### config.mk
export PLATFORM = sky130hd
export DESIGN_NAME = key_state_typematic_repeat_top
export DESIGN_NICKNAME = d
export VERILOG_FILES = /design/src/hdl/ksr_pkg.sv /design/src/hdl/key_state_typematic_repeat_top.sv /design/src/hdl/ksr_state.sv
export SDC_FILE = /design/constraint.sdc
export NUM_CORES = 2
export LEC_CHECK = 0
export ABC_AREA = 1
export BUFFER_PORTS_ARGS = -buffer_cell sky130_fd_sc_hd__buf_2
export CAP_MARGIN = 20
export CORE_MARGIN = 2
export CORE_UTILIZATION = 50
export CTS_BUF_LIST = sky130_fd_sc_hd__clkbuf_8
export CTS_CLUSTER_SIZE = 40
export DETAILED_ROUTE_END_ITERATION = 7
export PLACE_DENSITY = 0.66
export SLEW_MARGIN = 40
export SYNTH_ARGS = -nofsm -noshare
export SYNTH_HDL_FRONTEND = slang
export SYNTH_HIERARCHICAL = 1
export SYNTH_SLANG_ARGS = --single-unit
### constraint.sdc
create_clock -name i_clk -period 9.4 [get_ports i_clk]
set_input_delay 2.35 -clock i_clk [delete_from_list [all_inputs] [get_ports i_clk]]
set_output_delay 2.35 -clock i_clk [all_outputs]
set_load 0.01 [all_outputs]
### src/hdl/ksr_pkg.sv
package ksr_pkg;

    // Request modes
    localparam logic [2:0] MODE_TIME   = 3'd0;
    localparam logic [2:0] MODE_KEY    = 3'd1;
    localparam logic [2:0] MODE_BUTTON = 3'd2;
    localparam logic [2:0] MODE_TICK   = 3'd3;
    localparam logic [2:0] MODE_QUERY  = 3'd4;
    localparam logic [2:0] MODE_TAKE   = 3'd5;

    // Configuration register indexes
    localparam int CFG_IDX_W = 2;
    localparam logic [CFG_IDX_W-1:0] CFG_INITIAL_DELAY = 2'd0;
    localparam logic [CFG_IDX_W-1:0] CFG_DELAY_STEP    = 2'd1;
    localparam logic [CFG_IDX_W-1:0] CFG_DELAY_FLOOR   = 2'd2;

    // Reset values of the delay settings (ms)
    localparam logic [15:0] RST_INITIAL_DELAY = 16'd300;
    localparam logic [15:0] RST_DELAY_STEP    = 16'd80;
    localparam logic [15:0] RST_DELAY_FLOOR   = 16'd20;

    typedef struct packed {
        logic [15:0] initial_delay;
        logic [15:0] delay_step;
        logic [15:0] delay_floor;
    } t_cfg;

    typedef struct packed {
        logic [2:0]  mode;
        logic [7:0]  key_code;
        logic        pressed;
        logic        button_index;
        logic [31:0] now_ms;
    } t_req;

    typedef struct packed {
        logic       key_is_down;
        logic       key_just_pressed;
        logic       left_clicked;
        logic       right_clicked;
        logic [7:0] pending_key;
    } t_res;

endpackage

### src/hdl/key_state_typematic_repeat_top.sv
// Key and mouse button state tracker with typematic auto-repeat.
// Request channel: drive the request fields with start high; a request is
// taken at every rising edge where start is high and busy is low. busy
// stays low, so a request can be issued in every cycle.
// Each request yields exactly one result, shown on the o_ result ports
// with o_done high for one cycle. The request is registered, then the state
// store is updated and the result is registered on the next edge, which
// raises o_done.
// Throughput is one request per cycle, set by the single pass of
// state-update logic between the request register and the result register.
// Results cannot be held off by the receiver; capture them on o_done.
// Configuration: write initial delay, delay step and delay floor through
// i_cfg_valid / o_cfg_ready with i_cfg_index and i_cfg_data; o_cfg_ready is
// always high. Write only while no request is in flight.
// Reset (synchronous, active low) clears every key and button bit, the
// held key and the timers, sets the delay settings to 300, 80 and 20 ms and
// the repeat delay to 300 ms.
module key_state_typematic_repeat_top #(
    parameter int NUM_KEYS    = 255,
    parameter int NUM_BUTTONS = 2
) (
    input  logic                          i_clk,
    input  logic                          i_rst_n,
    input  logic                          start,
    output logic                          busy,
    input  logic [2:0]                    i_mode,
    input  logic [7:0]                    i_key_code,
    input  logic                          i_pressed,
    input  logic                          i_button_index,
    input  logic [31:0]                   i_now_ms,
    input  logic                          i_cfg_valid,
    output logic                          o_cfg_ready,
    input  logic [ksr_pkg::CFG_IDX_W-1:0] i_cfg_index,
    input  logic [15:0]                   i_cfg_data,
    output logic                          o_done,
    output logic                          o_key_is_down,
    output logic                          o_key_just_pressed,
    output logic                          o_left_clicked,
    output logic                          o_right_clicked,
    output logic [7:0]                    o_pending_key
);

    logic          r_req_valid;
    ksr_pkg::t_req r_req;
    ksr_pkg::t_cfg r_cfg;
    ksr_pkg::t_res res;
    ksr_pkg::t_res r_res;
    logic          r_done;

    assign busy        = 1'b0;
    assign o_cfg_ready = 1'b1;

    // Configuration registers
    always_ff @(posedge i_clk) begin
        if (!i_rst_n) begin
            r_cfg.initial_delay <= ksr_pkg::RST_INITIAL_DELAY;
            r_cfg.delay_step    <= ksr_pkg::RST_DELAY_STEP;
            r_cfg.delay_floor   <= ksr_pkg::RST_DELAY_FLOOR;
        end else if (i_cfg_valid) begin
            case (i_cfg_index)
                ksr_pkg::CFG_INITIAL_DELAY: r_cfg.initial_delay <= i_cfg_data;
                ksr_pkg::CFG_DELAY_STEP:    r_cfg.delay_step    <= i_cfg_data;
                ksr_pkg::CFG_DELAY_FLOOR:   r_cfg.delay_floor   <= i_cfg_data;
                default: begin
                end
            endcase
        end
    end

    // Request register
    always_ff @(posedge i_clk) begin
        if (!i_rst_n) begin
            r_req_valid <= 1'b0;
        end else begin
            r_req_valid <= start & ~busy;
        end
    end

    always_ff @(posedge i_clk) begin
        if (start) begin
            r_req.mode         <= i_mode;
            r_req.key_code     <= i_key_code;
            r_req.pressed      <= i_pressed;
            r_req.button_index <= i_button_index;
            r_req.now_ms       <= i_now_ms;
        end
    end

    ksr_state #(
        .NUM_KEYS    (NUM_KEYS),
        .NUM_BUTTONS (NUM_BUTTONS)
    ) u_state (
        .i_clk       (i_clk),
        .i_rst_n     (i_rst_n),
        .i_req_valid (r_req_valid),
        .i_req       (r_req),
        .i_cfg       (r_cfg),
        .o_res       (res)
    );

    // Result register
    always_ff @(posedge i_clk) begin
        if (!i_rst_n) begin
            r_done <= 1'b0;
        end else begin
            r_done <= r_req_valid;
        end
    end

    always_ff @(posedge i_clk) begin
        if (r_req_valid) begin
            r_res <= res;
        end
    end

    assign o_done             = r_done;
    assign o_key_is_down      = r_res.key_is_down;
    assign o_key_just_pressed = r_res.key_just_pressed;
    assign o_left_clicked     = r_res.left_clicked;
    assign o_right_clicked    = r_res.right_clicked;
    assign o_pending_key      = r_res.pending_key;

    // Every accepted request gives one result on o_done
    a_latency: assert property (@(posedge i_clk) disable iff (!i_rst_n)
        (start && !busy) |-> ##2 o_done)
        else $error("result missing for accepted request");

    // Only queries and takes report nonzero fields
    a_quiet: assert property (@(posedge i_clk) disable iff (!i_rst_n)
        (r_req_valid && r_req.mode != ksr_pkg::MODE_QUERY
            && r_req.mode != ksr_pkg::MODE_TAKE)
        |=> (r_res == '0))
        else $error("nonzero result for non-reporting request");

endmodule

### src/hdl/ksr_state.sv
// Key/button state store with typematic repeat timing.
// State updates on the clock edge that ends a request's cycle; the result
// for that request is computed from the state before the update.
module ksr_state #(
    parameter int NUM_KEYS    = 255,
    parameter int NUM_BUTTONS = 2
) (
    input  logic          i_clk,
    input  logic          i_rst_n,
    input  logic          i_req_valid,
    input  ksr_pkg::t_req i_req,
    input  ksr_pkg::t_cfg i_cfg,
    output ksr_pkg::t_res o_res
);

    localparam int KW = (NUM_KEYS > 1) ? $clog2(NUM_KEYS) : 1;

    logic [NUM_KEYS-1:0]    r_key_now, n_key_now;
    logic [NUM_KEYS-1:0]    r_key_before, n_key_before;
    logic [NUM_BUTTONS-1:0] r_btn_now, n_btn_now;
    logic [NUM_BUTTONS-1:0] r_btn_before, n_btn_before;
    logic [7:0]             r_held, n_held;
    logic [31:0]            r_time, n_time;
    logic [31:0]            r_last, n_last;
    logic [15:0]            r_delay, n_delay;

    logic                   code_ok;
    logic [KW-1:0]          kidx;
    logic [32:0]            deadline;
    logic                   rep_due;
    logic [15:0]            shrunk;
    logic [15:0]            delay_rep;
    logic [NUM_BUTTONS-1:0] click;
    logic                   right_click;

    assign code_ok = {1'b0, i_req.key_code} < 9'(NUM_KEYS);
    assign kidx    = i_req.key_code[KW-1:0];

    // Repeat deadline, summed without wrap
    assign deadline = {1'b0, r_last} + 33'(r_delay);
    assign rep_due  = (r_held != 8'd0) && ({1'b0, r_time} > deadline);

    // Delay shrink toward the floor
    assign shrunk    = r_delay - i_cfg.delay_step;
    assign delay_rep = (r_delay > i_cfg.delay_step)
                     ? ((shrunk > i_cfg.delay_floor) ? shrunk : i_cfg.delay_floor)
                     : r_delay;

    // Click edges
    assign click = r_btn_now & ~r_btn_before;
    generate
        if (NUM_BUTTONS > 1) begin : g_right
            assign right_click = click[1];
        end else begin : g_no_right
            assign right_click = 1'b0;
        end
    endgenerate

    // Next state
    always_comb begin
        n_key_now    = r_key_now;
        n_key_before = r_key_before;
        n_btn_now    = r_btn_now;
        n_btn_before = r_btn_before;
        n_held       = r_held;
        n_time       = r_time;
        n_last       = r_last;
        n_delay      = r_delay;
        if (i_req_valid) begin
            case (i_req.mode)
                ksr_pkg::MODE_TIME: begin
                    n_time = i_req.now_ms;
                end
                ksr_pkg::MODE_KEY: begin
                    if (code_ok) begin
                        if (i_req.pressed) begin
                            n_last = r_time;
                            n_held = i_req.key_code;
                        end else begin
                            n_delay = i_cfg.initial_delay;
                            if (r_held == i_req.key_code) begin
                                n_held = 8'd0;
                            end
                        end
                        n_key_now[kidx] = i_req.pressed;
                    end
                end
                ksr_pkg::MODE_BUTTON: begin
                    for (int b = 0; b < NUM_BUTTONS; b++) begin
                        if (int'(i_req.button_index) == b) begin
                            n_btn_now[b] = i_req.pressed;
                        end
                    end
                end
                ksr_pkg::MODE_TICK: begin
                    n_btn_before = r_btn_now;
                    if (rep_due) begin
                        n_key_before = '0;
                        n_last       = r_time;
                        n_delay      = delay_rep;
                    end else begin
                        n_key_before = r_key_now;
                    end
                end
                ksr_pkg::MODE_TAKE: begin
                    n_held = 8'd0;
                end
                default: begin
                end
            endcase
        end
    end

    // Result for the current request
    always_comb begin
        o_res = '0;
        if (i_req.mode == ksr_pkg::MODE_QUERY) begin
            o_res.key_is_down      = code_ok & r_key_now[kidx];
            o_res.key_just_pressed = code_ok & r_key_now[kidx] & ~r_key_before[kidx];
            o_res.left_clicked     = click[0];
            o_res.right_clicked    = right_click;
        end else if (i_req.mode == ksr_pkg::MODE_TAKE) begin
            o_res.pending_key = r_held;
        end
    end

    always_ff @(posedge i_clk) begin
        if (!i_rst_n) begin
            r_key_now    <= '0;
            r_key_before <= '0;
            r_btn_now    <= '0;
            r_btn_before <= '0;
            r_held       <= 8'd0;
            r_time       <= 32'd0;
            r_last       <= 32'd0;
            r_delay      <= ksr_pkg::RST_INITIAL_DELAY;
        end else begin
            r_key_now    <= n_key_now;
            r_key_before <= n_key_before;
            r_btn_now    <= n_btn_now;
            r_btn_before <= n_btn_before;
            r_held       <= n_held;
            r_time       <= n_time;
            r_last       <= n_last;
            r_delay      <= n_delay;
        end
    end

    // Held key always addresses a stored key
    a_held_range: assert property (@(posedge i_clk) disable iff (!i_rst_n)
        {1'b0, r_held} < 9'(NUM_KEYS))
        else $error("held key outside key store");

    // A tick without a repeat snapshots the current keys
    a_tick_copy: assert property (@(posedge i_clk) disable iff (!i_rst_n)
        (i_req_valid && i_req.mode == ksr_pkg::MODE_TICK && !rep_due)
        |=> (r_key_before == $past(r_key_now)))
        else $error("tick did not copy key states");

    // A repeat restarts the repeat timer and loads the shrunk delay
    a_repeat: assert property (@(posedge i_clk) disable iff (!i_rst_n)
        (i_req_valid && i_req.mode == ksr_pkg::MODE_TICK && rep_due)
        |=> (r_key_before == '0) && (r_last == $past(r_time))
            && (r_delay == $past(delay_rep)))
        else $error("repeat tick update wrong");

    // Releasing the held key drops it and restores the delay
    a_release: assert property (@(posedge i_clk) disable iff (!i_rst_n)
        (i_req_valid && i_req.mode == ksr_pkg::MODE_KEY && code_ok && !i_req.pressed
            && r_held == i_req.key_code)
        |=> (r_held == 8'd0) && (r_delay == $past(i_cfg.initial_delay)))
        else $error("release of held key not handled");

endmodule

Yosys cells after proc, flatten, opt, wreduce, memory -nomap -nowiden. Index checks and enable logic that the tools add are counted. W data, S select, Z words.

Add/sub/neg operators: 2. Multiply operators: 0. Div/mod/pow operators: 0. $lt $le $gt $ge: 6. Eq/ne operators: 14. Shifts and indexed selects: 0. Mux-type cells: 22. Bitwise logic cells: 7. Reduce and logical (&&, ||, !) cells: 19.

Operators by type and width (count): $bwmux W255 (1); $mux W255 (1); $mux W32 (3); $mux W16 (5); $pmux W32 S2 (1); $add A32 B16 Y33 (1); $gt A32 B33 Y1 (1); $gt A16 B16 Y1 (2); $pmux W16 S2 (1); $mux W8 (3); $bmux W1 S8 (2); $pmux W8 S2 (1); $sub A16 B16 Y16 (1); $reduce_and A2 Y1 (5); $lt A8 B9 Y1 const B (1); $reduce_and A3 Y1 (3); $demux W1 S8 (1); $eq A8 B8 Y1 (1); $ge A8 B1 Y1 const B (1); $lt A8 B8 Y1 const B (1); $reduce_bool A8 Y1 (1); $eq A3 B2 Y1 const B (2); $eq A3 B3 Y1 const B (2); $ne A2 B1 Y1 const B (3); other kinds (18) (26).

Bits in registers: 709. Latch bits: 0. Bits in writable memories: 0. ROM bits: 0. Input bits: 67. Output and inout bits: 15. Logic and storage cells: 94. Memories kept: 0.

Depth between registers and ports, before layout.
Depth after elaboration: 6. Gate-level depth with buffers: 30.

By module. The synthesis kept the hierarchy.

Modules (own cells, without submodules): ksr_state (instances 1, cells each 3870, area an instance 29568.4 um^2, sequential area each 12051.6 um^2); key_state_typematic_repeat_top (instances 1, cells each 366, area an instance 3769.9 um^2, sequential area each 2712.6 um^2).

Least setup slack after synthesis. Ideal clock, no wire load.

Kind: flip-flop to flip-flop. Start point: register u_state.r_last[2]. End point: register u_state.r_delay[10]. Setup time: 0.115 ns. Arrival: 3.612 ns. Setup slack: 5.673 ns. Cell stages (with the launch flop): 28. Clock period less this slack: 3.727 ns. Cell sequence: dfxtp_1 -> ha_1 -> a21oi_1 -> nand2_1 -> a21oi_1 -> o21ai_0 -> a21boi_0 -> o21bai_1 -> nand2_1 -> nand2_1 -> nand2_1 -> nor2_1 -> xnor2_1 -> ha_1 -> nand2_1 -> nor4_1 -> nand2_1 -> nand2_1 -> nand2_1 -> nand2_1 -> nand2_1 -> nand2_1 -> nand3_1 -> nand2_1 -> buf_2 -> nand3b_1 -> nand2_1 -> nor2_1.

Word-level cells in the longest chain between the ends: 5.

RTL lines: from (decl) (RTL line ksr_state.sv:24) `logic [31:0] r_last, n_last;`; from (signal assigned) (RTL line ksr_state.sv:144) `r_last <= n_last;`; $add A32 B16 Y33 (RTL line ksr_state.sv:40) `assign deadline = {1'b0, r_last} + 33'(r_delay);`; $gt A32 B33 Y1 (RTL line ksr_state.sv:41) `assign rep_due = (r_held != 8'd0) && ({1'b0, r_time} > deadline);`; $logic_and A1 B1 Y1 (RTL line ksr_state.sv:41); $ne A2 B1 Y1 (no line); $reduce_and A6 Y1 (no line); to (signal assigned) (RTL line ksr_state.sv:136) `r_delay <= ksr_pkg::RST_INITIAL_DELAY;`; to (signal assigned) (RTL line ksr_state.sv:145) `r_delay <= n_delay;`; to (decl) (RTL line ksr_state.sv:25) `logic [15:0] r_delay, n_delay;`.

Every way passes these cells. A chain may end at the register's enable or synchronous reset.

Worst setup path after layout.
Start point: register u_state.r_delay[1]. End point: register u_state.r_delay[8].

Word-level cells in the longest chain between the ends: 6. Elaborated cells on any way between the ends: 13. Classes of those cells: add/sub: 2; order compare: 3; eq/ne: 2; mux: 4; reduce/logical: 2.

RTL lines: branches (longest 6 deep; another with $add A32 B16 Y33).

Parallel ways; which one is timed is not known. The select of a mux whose other input is x is not followed.

==> metrics <==
share of total power in the clock network=0.419; WL final=about 100000 um; dominant cells by area after synthesis=dfxtp_1 (39%), a21oi_1 (11%), nand2_1 (7.7%); fin cells=5076; min Tclk post-route=5720 ps; Final Cell Area=between 30000 and 40000 um2; post-synthesis async set-or-reset flop share=0; Leakage=13.4 nW; PwrDens=approximately 180 nW/um2; Max Freq=roughly 170 MHz; post-CTS sizing=0; max-cap violations=0; post-synthesis xor/xnor area fraction=0.0105; # H-tree levels=3; Worst Setup End Kind=flip-flop; FF-to-FF setup slack=3680 ps; fin. max-slew vios=0; simple-gate share of the synthesized area=0.177; post-route antenna net violation count=0; Syn Std Cell Area=33300 um2; post-synthesis mux area share=0.00120; Max-slew headroom=0.400; initial antenna violation count=1; Worst Setup Start Kind=flip-flop; CORE AREA=around 66000 um2; Sequential Power Share=0.476; main combinational cell family by area after synthesis=compound AO/OA/AOI/OAI gates; CTS Buf Count=between 100 and 150; type of the most critical hold path=flip-flop to flip-flop; count leader, synth=a21oi_1; internal power=between 0.004 and 0.005 W; synth-to-layout area growth=9.13%; GR Layer Usage met2=0.456; Ports=82; GRT Util Overall=0.285; RSZ-0062 raised after global routing=no; syn avg cell area=7.87 um2; Final Hold Vio Count=0; DP Area=~34000 um2; PortBufs=79; Post-DP HPWL=57700 um; Site Rows=94; Initial Util=0.506; CTS Hold Bufs=0; DRT iter0 DRCs=3407; Post-layout nets=about 4300; Worst EP arrival=~6300 ps; Cells after Synth=around 4200; final setup violation count=0; WHS=around 460 ps; Synth Flop Type=dfxtp_1; Setup TNS Final=0 ps; Via-to-Cell Ratio=just over 6; Synth top area share=0.392; yosys warns=6; adder-cell share of the synthesized area=0.0312; Worst VDD drop=0.110 mV; worst-case clock buffer depth=3; placed cell count=slightly below 5000; Commonest cells post-synth=a21oi_1 (754), nand2_1 (687), dfxtp_1 (652), nand3_1 (376), a311oi_1 (257); Remaining Overflow, GRT=0; pin count of the biggest net entering global routing=202; fraction of power spent switching nets=0.281; Die W=roughly 260 um; fraction of layout cells with a size suffix above 1=0.0902; switching pwr=between 0.0015 and 0.002 W; Clk Latency, worst-skew pair=~750 ps; Mapped Nets=about 4400; Tightest Pin Transition=around 900 ps; Comb pwr share=0.106; routed vias=30700; Final period util=0.608; Critical Path RT=around 10000 ps; RePlAce Congestion=0.898; CTS tree=done; DIE HEIGHT=262 um; status=completed; fillers=roughly 6400; area of the die=approximately 69000 um2; worst-path maximum fanout=between 50 and 60; DRC=0; compound-cell area share of the yosys netlist=0.260; biggest area consumer among synthesized cells=dfxtp_1; DR pass1 iterations=5; global-route wire length before repair=approximately 160000 um; GRT met1 Usage=0.383; Post-CTS Setup Bufs=0; GR peak layer=met2; clock root buffer=clkbuf_8; met3 usage=0.0463; vias in the first global route=between 20000 and 30000; Overall Power=about 0.0066 W; clock sinks=~710; worst setup path endpoint=u_state/r_delay[8]; WS Path Type=flip-flop to flip-flop; clk_skew=34.3 ps; #FFs+latches synth=around 710; sequential share of the synthesized area=0.443; terminus of the critical flop-to-flop path=u_state/r_delay[8]; Worst R2R Start=u_state/r_delay[1]; CTS clk-pin slew, worst paths=~60 ps; library cells used by synthesis=47; r2r worst-path depth=27; EDFF count, synth=57; DR WL/cell=between 20 and 25 um; CP Launch Point=u_state/r_delay[1]
==> power by group through the flow <==
stage	sequential (W)	combinational [W]	clock, W
after global placement	0.00319	0.000668	0
after detailed placement	0.00319	0.000674	0
after floorplan	0.00317	0.000478	0
after global routing	0.00313	0.000758	0.00294
after CTS	0.00312	0.000677	0.00280
final	0.00312	0.000694	0.00275
==> stage by stage <==
stage	utilization	setup WS, ps
3_3_place_gp	0.513	3640
2_1_floorplan	-	5670
3_5_place_dp	0.514	3760
6_report	0.552	3680
4_1_cts	0.551	3730
5_1_grt	0.552	3180
==> final cells by class <==
class                      instances  area [um2]  share of cell area
multi-input combinational       2896       16100               0.443
inverter                         234         908              0.0250
tap                              864        1080              0.0297
clock buffer                     149        2050              0.0564
clock inverter                    72         379              0.0104
timing repair buffer             151        1080              0.0296
sequential                       709       14800               0.406
antenna                            1        2.50           0.0000688
==> worst max-delay path, cell delays in order, from the launching register on <==
cell	delay [ps]
dfxtp_1	460
ha_1	280
nand3_1	90
nand2_1	90
a21oi_1	210
o21ai_0	180
a21boi_0	540
o21bai_1	250
nand2_1	100
nand2_1	90
nand2_1	150
nor2_1	70
xnor2_1	130
ha_1	310
nand2_1	90
nor4_1	280
nand2_1	80
nand2_1	70
nand2_1	50
nand2_1	70
nand2_1	50
nand2_1	160
nand3_1	110
nand2_2	530
buf_4	610
nand2_1	290
nand2_1	130
nand3_1	70
==> how the worst min path moves through the flow <==
stage | startpoint | to | slack [ps] | cells past startpoint
floorplan | r_cfg[34] | r_cfg[34] | 430 | 2
global placement | u_state/r_btn_before[0] | u_state/r_btn_before[0] | 440 | 2
detailed placement | r_cfg[35] | r_cfg[35] | 450 | 2
CTS | u_state/r_btn_before[0] | u_state/r_btn_before[0] | 460 | 2
global route | u_state/r_key_before[189] | u_state/r_key_before[189] | 480 | 2
finish | u_state/r_btn_before[0] | u_state/r_btn_before[0] | 460 | 2
==> state kept, by name, indices dropped and copies added, names as in the netlist <==
register / cells
o_done: 1
o_key_is_down: 1
o_key_just_pressed: 1
o_left_clicked: 1
o_pending_key: 8
o_right_clicked: 1
r_cfg: 48
r_req: 45
r_req_valid: 1
u_state/r_btn_before: 2
u_state/r_btn_now: 2
u_state/r_delay: 16
u_state/r_held: 8
u_state/r_key_before: 255
u_state/r_key_now: 255
u_state/r_last: 32
u_state/r_time: 32
==> layout by cell type (no fill, tap or decap), types with 22 or more instances in the layout <==
cell type    n
ha_1        80
a22oi_1    253
nand3_1    375
nand2_1    685
nor2_1     192
buf_2       77
edfxtp_1    57
buf_4       58
dfxtp_1    652
o21ai_0     86
clkbuf_8   149
a311oi_1   257
inv_1      268
xor2_1      22
a21oi_1    754
==> per-layer routing <==
metal  share of wire  vias to the layer above
li1                -                    14800
met1            0.44                    14500
met2            0.45                     1161
met3           0.072                      234
met4           0.038                        0
met5               0                        -
==> cells by family (layout without fill, tap and decap cells) <==
logic type,after synthesis,in the layout
mux,4,4
flops,709,709
buf+inv,631,606
simple gates,1373,1373
other cells,2,3
xor+xnor,40,40
fa+ha+maj,82,82
compound gates,1395,1395
No activity file was read; power rests on OpenSTA's default activity.
